<file path="src/hw/rtl/pdi_pkg.sv">
// shared types, constants and config codes for the parking distance indicator
package pdi_pkg;

  // distance scale: cm = echo_us * SCALE_NUM / SCALE_DEN, never divided out
  localparam int unsigned ECHO_W   = 15;
  localparam int unsigned TIME_W   = 32;
  localparam int unsigned RANGE_W  = 9;
  localparam int unsigned LIMIT_W  = 4;
  localparam int unsigned BAR_W    = 3;
  localparam int unsigned RUN_W    = 4;
  localparam int unsigned PERIOD_W = 10;
  localparam int unsigned SCALED_W = 24;

  localparam logic [SCALED_W-1:0] SCALE_NUM = SCALED_W'(343);
  localparam logic [SCALED_W-1:0] SCALE_DEN = SCALED_W'(20000);

  // zone edges in scaled units (cm * SCALE_DEN)
  localparam logic [SCALED_W-1:0] ZONE_45_CM = SCALED_W'(45 * 20000);
  localparam logic [SCALED_W-1:0] ZONE_30_CM = SCALED_W'(30 * 20000);
  localparam logic [SCALED_W-1:0] ZONE_20_CM = SCALED_W'(20 * 20000);
  localparam logic [SCALED_W-1:0] ZONE_15_CM = SCALED_W'(15 * 20000);
  localparam logic [SCALED_W-1:0] ZONE_10_CM = SCALED_W'(10 * 20000);
  localparam logic [SCALED_W-1:0] ZONE_5_CM  = SCALED_W'(5 * 20000);

  // config reset values
  localparam logic [SCALED_W-1:0] MIN_THR_RESET    = SCALED_W'(2 * 20000);
  localparam logic [SCALED_W-1:0] MAX_THR_RESET    = SCALED_W'(150 * 20000);
  localparam logic [LIMIT_W-1:0]  FAIL_LIMIT_RESET = LIMIT_W'(3);
  localparam logic [RUN_W-1:0]    RUN_MAX          = {RUN_W{1'b1}};

  // config register indexes
  localparam int unsigned CFG_IDX_W = 2;
  typedef enum logic [CFG_IDX_W-1:0] {
    CFG_MIN_RANGE  = 2'd0,
    CFG_MAX_RANGE  = 2'd1,
    CFG_FAIL_LIMIT = 2'd2
  } cfg_index_t;

  typedef struct packed {
    logic [ECHO_W-1:0] echo_us;
    logic [TIME_W-1:0] now_ms;
  } in_item_t;

  typedef struct packed {
    logic [BAR_W-1:0] led_count;
    logic             buzzer_on;
    logic             reading_valid;
  } out_item_t;

  // thresholds are kept pre-scaled so the datapath only compares
  typedef struct packed {
    logic [SCALED_W-1:0] min_thr;
    logic [SCALED_W-1:0] max_thr;
    logic [LIMIT_W-1:0]  fail_limit;
  } cfg_t;

  typedef struct packed {
    logic [BAR_W-1:0]  bar_level;
    logic              tone_active;
    logic [TIME_W-1:0] last_toggle_ms;
    logic [RUN_W-1:0]  failure_run;
  } pdi_state_t;

endpackage

</file>
<file path="src/hw/rtl/pdi_eval.sv">
// one reading: range check, zone lookup, beeper timing and next state
module pdi_eval (
  input  pdi_pkg::in_item_t   item,
  input  pdi_pkg::cfg_t       cfg,
  input  pdi_pkg::pdi_state_t state,
  output pdi_pkg::pdi_state_t state_next,
  output pdi_pkg::out_item_t  result
);

  logic [pdi_pkg::SCALED_W-1:0] scaled;
  logic                         valid;
  logic [pdi_pkg::BAR_W-1:0]    zone_bar;
  logic [pdi_pkg::PERIOD_W-1:0] on_ms;
  logic [pdi_pkg::PERIOD_W-1:0] off_ms;
  logic [pdi_pkg::TIME_W-1:0]   elapsed;
  logic [pdi_pkg::RUN_W-1:0]    run_inc;
  logic                         tone_want;

  assign scaled = pdi_pkg::SCALED_W'(item.echo_us) * pdi_pkg::SCALE_NUM;
  assign valid  = (item.echo_us != '0) && (scaled >= cfg.min_thr)
                  && (scaled <= cfg.max_thr);
  assign elapsed = item.now_ms - state.last_toggle_ms;
  assign run_inc = (state.failure_run == pdi_pkg::RUN_MAX) ? state.failure_run
                   : state.failure_run + pdi_pkg::RUN_W'(1);

  // zone table, far to near
  always_comb begin
    if (scaled > pdi_pkg::ZONE_45_CM) begin
      zone_bar = 3'd0; on_ms = 10'd0;   off_ms = 10'd0;
    end else if (scaled > pdi_pkg::ZONE_30_CM) begin
      zone_bar = 3'd1; on_ms = 10'd100; off_ms = 10'd900;
    end else if (scaled > pdi_pkg::ZONE_20_CM) begin
      zone_bar = 3'd2; on_ms = 10'd100; off_ms = 10'd650;
    end else if (scaled > pdi_pkg::ZONE_15_CM) begin
      zone_bar = 3'd3; on_ms = 10'd100; off_ms = 10'd450;
    end else if (scaled > pdi_pkg::ZONE_10_CM) begin
      zone_bar = 3'd4; on_ms = 10'd90;  off_ms = 10'd300;
    end else if (scaled > pdi_pkg::ZONE_5_CM) begin
      zone_bar = 3'd5; on_ms = 10'd70;  off_ms = 10'd150;
    end else begin
      zone_bar = 3'd6; on_ms = 10'd50;  off_ms = 10'd50;
    end
  end

  always_comb begin
    state_next = state;
    tone_want  = state.tone_active;
    if (!valid) begin
      state_next.failure_run = run_inc;
      tone_want = 1'b0;
      if (run_inc >= cfg.fail_limit) begin
        state_next.bar_level = '0;
      end
    end else begin
      state_next.failure_run = '0;
      state_next.bar_level   = zone_bar;
      if (zone_bar == '0) begin
        tone_want = 1'b0;
      end else if (state.tone_active) begin
        if (elapsed >= pdi_pkg::TIME_W'(on_ms)) begin
          tone_want = 1'b0;
        end
      end else begin
        if (elapsed >= pdi_pkg::TIME_W'(off_ms)) begin
          tone_want = 1'b1;
        end
      end
    end
    // only a real change of the tone restarts its timer
    if (tone_want != state.tone_active) begin
      state_next.tone_active    = tone_want;
      state_next.last_toggle_ms = item.now_ms;
    end
  end

  assign result.led_count     = state_next.bar_level;
  assign result.buzzer_on     = state_next.tone_active;
  assign result.reading_valid = valid;

endmodule

</file>
<file path="src/hw/rtl/parking_distance_indicator_unit.sv">
// top level of the parking distance indicator: handshake, config and state registers
//
//   channel | direction | handshake          | payload
//   --------+-----------+--------------------+---------------------------------
//   in      | input     | in_valid/in_stall  | in_data  (echo_us, now_ms)
//   out     | output    | out_valid/out_stall| out_data (led_count, buzzer_on,
//           |           |                    |           reading_valid)
//   cfg     | input     | cfg_wr_en          | cfg_index, cfg_wdata
//
// one beat per cycle while out_stall is low; an accepted beat reaches out_valid
// via the input register, then the result register after one pass through pdi_eval
// the block state is updated in the same cycle the result register loads
// rst is synchronous: clears handshake flags, block state and config to defaults
// out_stall holds the result register; in_stall rises only when the input register
// is full and its beat cannot move on
module parking_distance_indicator_unit (
  input  logic                                clk,
  input  logic                                rst,
  input  logic                                in_valid,
  output logic                                in_stall,
  input  pdi_pkg::in_item_t                   in_data,
  output logic                                out_valid,
  input  logic                                out_stall,
  output pdi_pkg::out_item_t                  out_data,
  input  logic                                cfg_wr_en,
  input  logic [pdi_pkg::CFG_IDX_W-1:0]       cfg_index,
  input  logic [pdi_pkg::RANGE_W-1:0]         cfg_wdata
);

  // input register
  logic               in_full;
  pdi_pkg::in_item_t  in_reg;

  // config and block state
  pdi_pkg::cfg_t      cfg;
  pdi_pkg::pdi_state_t state;
  pdi_pkg::pdi_state_t state_next;
  pdi_pkg::out_item_t result;

  logic advance;
  logic in_take;

  // the held beat moves on when the result register is empty or being drained
  assign advance  = !out_valid || !out_stall;
  assign in_stall = in_full && !advance;
  assign in_take  = in_valid && !in_stall;

  pdi_eval u_eval (
    .item       (in_reg),
    .cfg        (cfg),
    .state      (state),
    .state_next (state_next),
    .result     (result)
  );

  // input register
  always_ff @(posedge clk) begin
    if (rst) begin
      in_full <= 1'b0;
    end else if (in_take) begin
      in_full <= 1'b1;
    end else if (advance) begin
      in_full <= 1'b0;
    end
    if (in_take) begin
      in_reg <= in_data;
    end
  end

  // result register and block state move together
  always_ff @(posedge clk) begin
    if (rst) begin
      out_valid <= 1'b0;
      state     <= '0;
    end else if (advance) begin
      out_valid <= in_full;
      if (in_full) begin
        state <= state_next;
      end
    end
    if (advance && in_full) begin
      out_data <= result;
    end
  end

  // config writes; range limits are stored pre-scaled by the cm factor
  always_ff @(posedge clk) begin
    if (rst) begin
      cfg.min_thr    <= pdi_pkg::MIN_THR_RESET;
      cfg.max_thr    <= pdi_pkg::MAX_THR_RESET;
      cfg.fail_limit <= pdi_pkg::FAIL_LIMIT_RESET;
    end else if (cfg_wr_en) begin
      case (pdi_pkg::cfg_index_t'(cfg_index))
        pdi_pkg::CFG_MIN_RANGE: begin
          cfg.min_thr <= pdi_pkg::SCALED_W'(cfg_wdata) * pdi_pkg::SCALE_DEN;
        end
        pdi_pkg::CFG_MAX_RANGE: begin
          cfg.max_thr <= pdi_pkg::SCALED_W'(cfg_wdata) * pdi_pkg::SCALE_DEN;
        end
        pdi_pkg::CFG_FAIL_LIMIT: begin
          cfg.fail_limit <= cfg_wdata[pdi_pkg::LIMIT_W-1:0];
        end
        default: begin
        end
      endcase
    end
  end

endmodule

</file>
<file path="config.mk">
export PLATFORM = sky130hd
export DESIGN_NAME = parking_distance_indicator_unit
export DESIGN_NICKNAME = d
export VERILOG_FILES = /design/src/hw/rtl/pdi_pkg.sv /design/src/hw/rtl/pdi_eval.sv /design/src/hw/rtl/parking_distance_indicator_unit.sv
export SDC_FILE = /design/constraint.sdc
export NUM_CORES = 1
export LEC_CHECK = 0
export ABC_AREA = 1
export BUFFER_PORTS_ARGS = -buffer_cell sky130_fd_sc_hd__buf_2
export CORE_ASPECT_RATIO = 0.9
export CORE_MARGIN = 2
export CORE_UTILIZATION = 25
export CTS_BUF_LIST = sky130_fd_sc_hd__clkbuf_4
export DETAILED_ROUTE_END_ITERATION = 8
export HOLD_SLACK_MARGIN = 0.08
export SYNTH_ARGS = -nofsm -noshare
export SYNTH_HDL_FRONTEND = slang
export SYNTH_SLANG_ARGS = --single-unit
</file>
<file path="constraint.sdc">
create_clock -name clk -period 7.38 [get_ports clk]
set_clock_uncertainty 0.15 [all_clocks]
set_input_delay 0.369 -clock clk [delete_from_list [all_inputs] [get_ports clk]]
set_output_delay 0.369 -clock clk [all_outputs]
set_load 0.05 [all_outputs]
</file>
Word-level counts from Yosys, hierarchy flattened. Index checks and enable logic that the tools add are counted.

Add/subtract/negate cells: 2. $mul: 2. Magnitude comparators: 11. Equality and inequality tests: 4. Multiplexer cells: 30. Reductions and logical operators: 19.

Operators with widths (count): 2-to-1 mux 10 bit (10); >= comparator 32 x 10 -> 1 bit (2); greater-than comparator 24 x 19 -> 1 bit (second input constant) (2); greater-than comparator 24 x 20 -> 1 bit (second input constant) (2); 2-to-1 mux 33 bit (1); subtractor 32 bit (1); >= comparator 24 bit (1); greater-than comparator 24 x 17 -> 1 bit (second input constant) (1); greater-than comparator 24 x 18 -> 1 bit (second input constant) (1); <= comparator 24 bit (1); multiplier 15 x 9 -> 24 bit (second input constant) (1); 2-to-1 mux 3 bit (7); multiplier 9 x 10 -> 19 bit (second input constant) (1); nonzero test 15 bit (1); 2-to-1 mux 4 bit (2); 2-to-1 mux 8 bit (1); AND reduction 2 bit (4); 2-to-1 mux 1 bit (7); 2-to-1 mux 7 bit (1); logical AND 1 bit (5); adder 4 x 1 -> 4 bit (second input constant) (1); equality test 4 bit (second input constant) (1); >= comparator 4 bit (1); logical NOT 1 bit (4); 9 further kinds (9).

Flip-flop bits (word level): 136. Input bits: 63. Output and inout port bits: 7. Logic and storage cells: 82.

Depth between registers and ports, before layout. Gate-level depths: netlist of the first run.

Word-level depth: 15. Gate-level depth with buffers: 43. Depth with buffers taken out: 41.

Modules after synthesis. Synthesis of the first run repeated with hierarchy kept, for this count alone.

Cell total of the unflattened synthesis: 2188. Area, all modules: 15383.5 um^2.

Modules (own cells, without submodules): pdi_eval (instances 1, cells each 1555, area each 9307.7 um^2, seq. area each 0.0 um^2); parking_distance_indicator_unit (instances 1, cells each 633, area each 6075.8 um^2, seq. area each 3243.1 um^2).

Least setup slack after synthesis of the first run. OpenSTA, ideal clock, no wires.

Kind: flip-flop to flip-flop. Start point: reg in_reg[41] (netlist bit). End point: reg, netlist name state[28]. Library setup time: 128 ps. Arrival: 6617 ps. Slack: 485 ps. Stages on the path, launching flop included: 40. Period minus slack after synthesis: 6895 ps. Cells stage by stage: edfxtp_1 -> inv_1 -> fa_1 -> inv_1 -> ha_1 -> fa_1 -> inv_1 -> fa_1 -> inv_1 -> ha_1 -> nand2_1 -> nand2_1 -> a21oi_2 -> nand3_2 -> nand2_2 -> nand3_1 -> nand2_2 -> nand2_4 -> [4 not listed] -> nand2_1 -> inv_1 -> o21ai_0 -> ha_1 -> a21oi_1 -> a21oi_1 -> a211oi_1 -> a21oi_1 -> a2111oi_0 -> nand3_1 -> nor2_1 -> nor3_2 -> ha_1 -> or2_2 -> clkbuf_1 -> clkbuf_1 -> o21ai_0 -> a21oi_1.

Cells in the longest elaborated chain, start to end: 15.

RTL lines: start: declaration (RTL line parking_distance_indicator_unit.sv:32) `pdi_pkg::in_item_t in_reg;`; start signal: assignment (RTL line parking_distance_indicator_unit.sv:66) `in_reg <= in_data;`; multiplier 15 x 9 -> 24 bit (RTL line pdi_eval.sv:19) `assign scaled = pdi_pkg::SCALED_W'(item.echo_us) * pdi_pkg::SCALE_NUM;`; greater-than comparator 24 x 17 -> 1 bit (RTL line pdi_eval.sv:38) `end else if (scaled > pdi_pkg::ZONE_5_CM) begin`; 2-to-1 mux 8 bit or 2-to-1 mux 7 bit (tied branches) (RTL line pdi_eval.sv:38); 2-to-1 mux 10 bit (RTL line pdi_eval.sv:36) `end else if (scaled > pdi_pkg::ZONE_10_CM) begin`; 2-to-1 mux 10 bit (RTL line pdi_eval.sv:34) `end else if (scaled > pdi_pkg::ZONE_15_CM) begin`; 2-to-1 mux 10 bit (RTL line pdi_eval.sv:32) `end else if (scaled > pdi_pkg::ZONE_20_CM) begin`; 2-to-1 mux 10 bit (RTL line pdi_eval.sv:30) `end else if (scaled > pdi_pkg::ZONE_30_CM) begin`; 2-to-1 mux 10 bit (RTL line pdi_eval.sv:28) `if (scaled > pdi_pkg::ZONE_45_CM) begin`; >= comparator 32 x 10 -> 1 bit (on tied branches) (RTL line pdi_eval.sv:64, pdi_eval.sv:60); 2-to-1 mux 1 bit (on tied branches) (RTL line pdi_eval.sv:64, pdi_eval.sv:60); 2-to-1 mux 1 bit (RTL line pdi_eval.sv:59) `end else if (state.tone_active) begin`; 2-to-1 mux 1 bit (RTL line pdi_eval.sv:57) `if (zone_bar == '0) begin`; 2-to-1 mux 1 bit * (RTL line pdi_eval.sv:48) `if (!valid) begin`; != test 1 bit * (RTL line pdi_eval.sv:70) `if (tone_want != state.tone_active) begin`; AND reduction 3 bit (no line) *.

Every way passes the cells marked *; elsewhere a longest branch is shown, timed or not. A chain may end at the register's enable or synchronous reset.

Final worst setup path of the first run.
Start point: reg in_reg[40] (netlist bit). End point: reg, netlist name state[26].

Cells in the longest elaborated chain, start to end: 15.

RTL lines (RTL line): multiplier 15 x 9 -> 24 bit (pdi_eval.sv:19); greater-than comparator 24 x 17 -> 1 bit (pdi_eval.sv:38); 2-to-1 mux 8 bit or 2-to-1 mux 7 bit (tied branches) (pdi_eval.sv:38); 2-to-1 mux 10 bit (pdi_eval.sv:36); 2-to-1 mux 10 bit (pdi_eval.sv:34); 2-to-1 mux 10 bit (pdi_eval.sv:32); 2-to-1 mux 10 bit (pdi_eval.sv:30); 2-to-1 mux 10 bit (pdi_eval.sv:28); >= comparator 32 x 10 -> 1 bit (on tied branches) (pdi_eval.sv:64, pdi_eval.sv:60); 2-to-1 mux 1 bit (on tied branches) (pdi_eval.sv:64, pdi_eval.sv:60); 2-to-1 mux 1 bit (pdi_eval.sv:59); 2-to-1 mux 1 bit (pdi_eval.sv:57); 2-to-1 mux 1 bit * (pdi_eval.sv:48); != test 1 bit * (pdi_eval.sv:70); AND reduction 3 bit (no line) *.

Marks and branches as above.

==> run summary, run 1 <==
Synth warnings: 0
Most Frequent Cell on Critical Path: nand2_2
Core area: 54200 um^2
Final setup viols: 0
# nets final: 2370
Worst slew pin tran: 0.712 ns
Die footprint: 56700 um^2
Crit Reg-Reg Startpoint: in_reg[40]
Setup slack, reg-to-reg: 0.35 ns
DRC: 0
Max FFs per register: 47
Req. time, crit path: 7.77 ns
Register bit total from synthesis: 136
Fraction of registers with async set/reset: 0%
I/O pin cnt: 70
Layout cell share with drive strength beyond 1: 17.5%
Worst-path clk slew: 0.14 ns
Worst Setup End Kind: flop
Post-DP HPWL: 30200 um
Commonest non-fill, non-tap cells in the layout: inv_1 (325), nand2_1 (318), ha_1 (193)
Mean Syn Cell Area: 7.49 um^2
Hold Path End: cfg[38]
Clk Latency, worst-skew pair: 0.66 ns
Iter 0 DRT Violations: 708
Pleak: 0.00809 uW
Slew Limit Fails: 0
H-tree depth: 4
Antenna Nets Post-Route: 0
Pin count of the biggest net entering global routing: 65
Post-Place Cells: 2609
Distinct cells, synth: 47
Crit path DAT: 7.42 ns
GR Overflow Total: 0
CP max stage cell: fa_1
Initial antenna violation count: 2
CTS buffer count: 17
Most common cell after layout, fill and taps aside: inv_1
Number of global-route vias before repair: 12000
Reg2Reg Depth: 38
CP peak stage delay: 0.54 ns
Max-cap violations: 0
Status: complete, no violations
Post-placement setup slack: -0.114 ns
Detailed Route WL: 38800 um
Power Density: 374 nW/um^2
CP max FO: 8
Starting Density: 25.3%
Synth-to-layout area growth: 24.5%
Rel. slew slack: 52.5%
Cell family with most CP delay: adder cells
DR vias: 12500
CP Class: reg2reg
Most used DFF post-synth: dfxtp_1
CTS sink cnt: 136
Bufs and invs on worst path: 7
Detailed Routing Iterations Pass 1: 4
EDFF count, synth: 52
Fin worst setup slack: 0.349 ns
CTS tree: yes
Chip height: 226 um
Proportion of synthesized chip area in sequential cells: 23.7%
Final hold violations: 0
Gate Count Post-Synth: 1828
Hold Path Cell Cnt: 5
Rows: 81
Synth Net Count: 2165
Final cycle utilization of the critical path: 95.3%
Unrepaired setup endpoints after global routing: yes
Routed len/inst: 14.1 um
Filler Cells Inserted: 5720
Number of port buffers: 69
Critical Path Start Type: flop
Vias per std cell: 4.55
All-layer global routing usage: 13.4%
Tmin final: 7.03 ns
Placer Congestion: 0.914
Setup tns final: 0 ns
Final core occ: 31.5%
Hold Path Class: in2reg
Synthesized cell area: 13700 um^2
Clk buf depth: 2
Root buffer cell: clkbuf_4
Finished Layout Cells: 2755
R2r endpoint: state[26]
HP Start: cfg_wdata[5]
Peak VDD IR: 0.000224 V
Fmax: 142 MHz
Die Wd: 251 um
First-pass GRT wire length: 60800 um
## layer usage
layer	GRT usage, %	wire length (um)	vias to the layer above
li1	-	-	6393
met1	19.5	20300	5881
met2	20.8	16700	219
met3	1.68	1210	33
met4	3.69	557	0
met5	0	0	-
## worst max-delay path by stage
stage               start   endpoint  slack, ns  cells past startpoint
2_1_floorplan  in_reg[41]  state[28]       0.48                     39
3_3_place_gp   in_reg[35]  state[16]       0.05                     37
5_1_grt        in_reg[33]  state[26]      -0.12                     40
6_report       in_reg[40]  state[26]       0.35                     38
3_5_place_dp   in_reg[42]  state[20]      -0.11                     34
4_1_cts        in_reg[35]  state[12]      0.003                     43
## report_power, final
group,total (uW),switching [uW],internal (uW)
registers,863,26.0,837
clock network,543,309,235
logic,4970,3110,1850
## synth_stat cells, types with 3 or more instances
cell type | instances | area (um^2)
o21bai_1 | 11 | 82.6
a21o_1 | 4 | 30.0
ha_1 | 210 | 2630
nand2_4 | 3 | 33.8
nor3_1 | 16 | 80.1
o211ai_1 | 23 | 173
o21ai_0 | 91 | 455
nor2_1 | 133 | 499
and2_1 | 3 | 18.8
nand3b_1 | 4 | 30.0
nand4_1 | 44 | 275
nand3_2 | 9 | 90.1
dfxtp_1 | 84 | 1680
or2_2 | 4 | 25.0
o21a_1 | 5 | 37.5
inv_2 | 12 | 45.0
nand2_2 | 26 | 163
edfxtp_1 | 52 | 1560
a21oi_2 | 3 | 26.3
nand3_1 | 94 | 470
a211oi_1 | 3 | 22.5
clkbuf_1 | 21 | 78.8
fa_1 | 64 | 1280
a21oi_1 | 146 | 731
nor2_2 | 7 | 43.8
inv_1 | 338 | 1270
xor2_1 | 29 | 254
xnor2_1 | 10 | 87.6
nand2_1 | 353 | 1330
## layout make-up
class	instances	area, um^2	area share (%)
clock inverters	14	158	0.924
repair buffers	208	1650	9.65
clock buffers	18	135	0.792
inverters	352	1330	7.77
diodes	4	10.0	0.0587
multi-input cells	1318	9660	56.6
well taps	705	882	5.17
flip-flops and latches	136	3240	19.0
## metrics by stage
| stage | hold WS [ns] | power (uW) | instance area (um^2) |
|---|---|---|---|
| floorplan | 0.278 | 3840 | 13700 |
| global placement | 0.287 | 4920 | 15100 |
| detailed placement | 0.297 | 4970 | 15100 |
| CTS | 0.158 | 5660 | 16200 |
| global route | 0.224 | 7020 | 17100 |
| finish | 0.212 | 6370 | 17100 |
## logic make-up (layout without fill, tap and decap cells)
group                    count (synthesis)  in the layout  share of synthesized area (%)
XOR/XNOR                                39             39                           2.49
other                                    0              4                              0
adder cells (fa/ha/maj)                274            274                           28.5
flip-flops                             136            136                           23.7
AND/OR/NAND/NOR                        706            706                           22.9
AO/OA/AOI/OAI                          297            297                           11.9
multiplexers                             2              2                          0.164
buffers and inverters                  374            592                           10.3
## what timing repair did
| item | CTS | global route |
|---|---|---|
| hold endpoints to repair | 81 | 0 |
| hold buffers | 66 | 0 |
| setup endpoints to repair | 32 | 34 |
| setup buffers | 9 | 30 |
| pin swaps | 3 | 51 |
| cloned | 0 | 5 |
| resized for setup | 14 | 167 |
## worst reg2reg max path: cells and delay by family, from the launching register on
kind | cells | cell delay (ns)
AOI/OAI and AO/OA | 7 | 1.06
adders and majority gates | 7 | 2.65
buffers and inverters | 7 | 0.85
DFF | 1 | 0.52
and+or+nand+nor | 17 | 1.67
No activity file was read; power rests on OpenSTA's default activity.
==> run 2: changes to the inputs <==
--- a/config.mk
+++ b/config.mk
@@ -9,7 +9,7 @@
 export BUFFER_PORTS_ARGS = -buffer_cell sky130_fd_sc_hd__buf_2
 export CORE_ASPECT_RATIO = 0.9
 export CORE_MARGIN = 2
-export CORE_UTILIZATION = 25
+export CORE_UTILIZATION = 45
 export CTS_BUF_LIST = sky130_fd_sc_hd__clkbuf_4
 export DETAILED_ROUTE_END_ITERATION = 8
 export HOLD_SLACK_MARGIN = 0.08
==> run 2 against run 1 <==
  * Core utilization increased by 24 points
  * Final area is 2.6% lower
  * First-iteration DRC count grew 4.8%
  * Clock power fell by 8.3%
  * Critical endpoint is now state[35]
  * Largest cell class unchanged
==> run summary, run 2 (synthesis results as in run 1) <==
Req. time, crit path: 7.73 ns (-0.04 ns)
Initial antenna violation count: 1 (-1)
CP max stage cell: edfxtp_1
Final cycle utilization of the critical path: 96.8% (+1.5 points)
Post-Place Cells: 2305 (-12%)
Layout cell share with drive strength beyond 1: 17.8% (+0.27 points)
Final setup viols: 0 (unchanged)
CP peak stage delay: 0.56 ns (+0.02 ns)
Seq pwr share: 13.6% (about the same)
Worst Setup End Kind: flop
Crit Reg-Reg Startpoint: in_reg[40]
Tmin final: 7.14 ns (+0.114 ns)
R2r endpoint: state[35]
Max FFs per register: 47 (unchanged)
Clock share of power: 7.9% (-0.6 points)
Critical Path Start Type: flop
Hold Path Class: in2reg
Setup tns final: 0 ns (unchanged)
Most common cell after layout, fill and taps aside: inv_1
Status: complete, no violations
Chip height: 170 um (-25%)
Fin worst setup slack: 0.235 ns (-0.114 ns)
DRC: 0 (unchanged)
Finished Layout Cells: 2440 (-11%)
Sw Ratio: 54.8% (+0.68 points)
Filler Cells Inserted: 2854 (-50%)
Die footprint: 31900 um^2 (-44%)
Detailed Route WL: 36300 um (-6.4%)
GR Overflow Total: 0 (unchanged)
Slew Limit Fails: 0 (unchanged)
Hold Path Cell Cnt: 3 (-2)
Sw Pwr: 3480 uW (+0.77%)
Commonest non-fill, non-tap cells in the layout: inv_1 (325), nand2_1 (305), ha_1 (196)
Hold Path End: cfg[0]
Rel. slew slack: 20.7% (-32 points)
Peak VDD IR: 0.000210 V (-6.3%)
Power Density: 382 nW/um^2 (+2.2%)
Placer Congestion: 0.920 (+0.71%)
Int Power: 2870 uW (-2.0%)
Post-DP HPWL: 27800 um (-7.7%)
CP Class: reg2reg
Worst slew pin tran: 1.19 ns (+0.478 ns)
Vias per std cell: 5.11 (+12%)
I/O pin cnt: 70 (unchanged)
Fmax: 140 MHz (-1.6%)
Clk buf depth: 2 (unchanged)
Pleak: 0.00809 uW (about the same)
Antenna Nets Post-Route: 0 (unchanged)
H-tree depth: 4 (unchanged)
Setup slack, reg-to-reg: 0.24 ns (-0.11 ns)
Most Frequent Cell on Critical Path: nand2_2
Crit path DAT: 7.50 ns (+0.08 ns)
Iter 0 DRT Violations: 742 (+4.8%)
CTS sink cnt: 136 (unchanged)
First-pass GRT wire length: 57200 um (-5.9%)
Combinational share of power: 78.5% (+0.6 points)
Core area: 30000 um^2 (-45%)
Number of global-route vias before repair: 11500 (-4.2%)
Root buffer cell: clkbuf_4
Post-placement setup slack: -0.173 ns (-0.0596 ns)
Final hold violations: 0 (unchanged)
Rows: 60 (-26%)
Reg2Reg Depth: 38 (unchanged)
Max-cap violations: 0 (unchanged)
CTS buffer count: 17 (unchanged)
DR vias: 12500 (-0.46%)
Detailed Routing Iterations Pass 1: 5 (+1)
Die Wd: 188 um (-25%)
Final core occ: 55.5% (+24 points)
Pin count of the biggest net entering global routing: 48 (-26%)
Number of port buffers: 69 (unchanged)
Routed len/inst: 14.9 um (+5.7%)
Worst-path clk slew: 0.15 ns (about the same)
Starting Density: 45.7% (+20 points)
CTS tree: yes
CP Launch Point: in_reg[40]
# nets final: 2356 (-0.59%)
CP max FO: 9 (+1)
HP Start: cfg_index[1]
Synth-to-layout area growth: 21.3%
Clk Latency, worst-skew pair: 0.61 ns (-0.05 ns)
All-layer global routing usage: 22.4% (+9.0 points)
-- run 2: worst max-delay path: cells and delay by family, from the launching register on --
family                     cells  cell delay (ns)
adders and majority gates      7             2.57
and+or+nand+nor               19             2.13
AOI/OAI and AO/OA              6             0.85
buffers and inverters          6             0.77
DFF                            1             0.56
-- run 2: worst max-delay path by stage --
stage / cells after the start / slack (ns) / endpoint
final: 38 / 0.24 / state[35]
after floorplan: 39 / 0.48 / state[28]
after detailed placement: 38 / -0.17 / state[17]
after global routing: 38 / -0.11 / state[10]
after CTS: 42 / 0.005 / state[15]
after global placement: 42 / -0.02 / state[35]
-- run 2: cell type report --
class / count / area [um^2] / share of cell area (%)
inverter: 352 / 1330 / 8.01
multi-input combinational: 1318 / 9700 / 58.4
sequential: 136 / 3240 / 19.5
clock buffer: 17 / 128 / 0.768
antenna: 5 / 12.5 / 0.0753
timing repair buffer: 194 / 1550 / 9.35
clock inverter: 15 / 136 / 0.821
tap: 403 / 504 / 3.04
-- run 2: timing repair --
item | CTS | global route
setup buffers | 5 | 28
hold buffers | 61 | 0
setup endpoints to repair | 32 | 34
gates cloned | 0 | 4
gates resized for setup | 14 | 187
hold endpoints to repair | 65 | 0
pin swaps | 0 | 68
-- run 2: metal layers --
layer | share of wire, % | track usage [%] | vias to the layer above
li1 | - | - | 6369
met1 | 52 | 34.4 | 5771
met2 | 42 | 33.0 | 302
met3 | 5.3 | 3.25 | 26
met4 | 1.2 | 4.76 | 0
met5 | 0 | 0 | -
-- run 2: power groups by stage --
stage,Combinational [uW],Sequential [uW],Clock [uW]
detailed placement,3990,879,0
finish,4980,863,498
CTS,4080,863,520
global placement,3940,879,0
floorplan,2950,890,0
global route,5570,869,547
-- run 2: metrics by stage --
step                      hold slack, ns  area [um^2]  total power [uW]
final                              0.136        16600              6340
after global routing               0.121        16600              6980
after CTS                         0.0819        15600              5460
after detailed placement           0.299        14700              4870
after global placement             0.288        14700              4820
after floorplan                    0.278        13700              3840
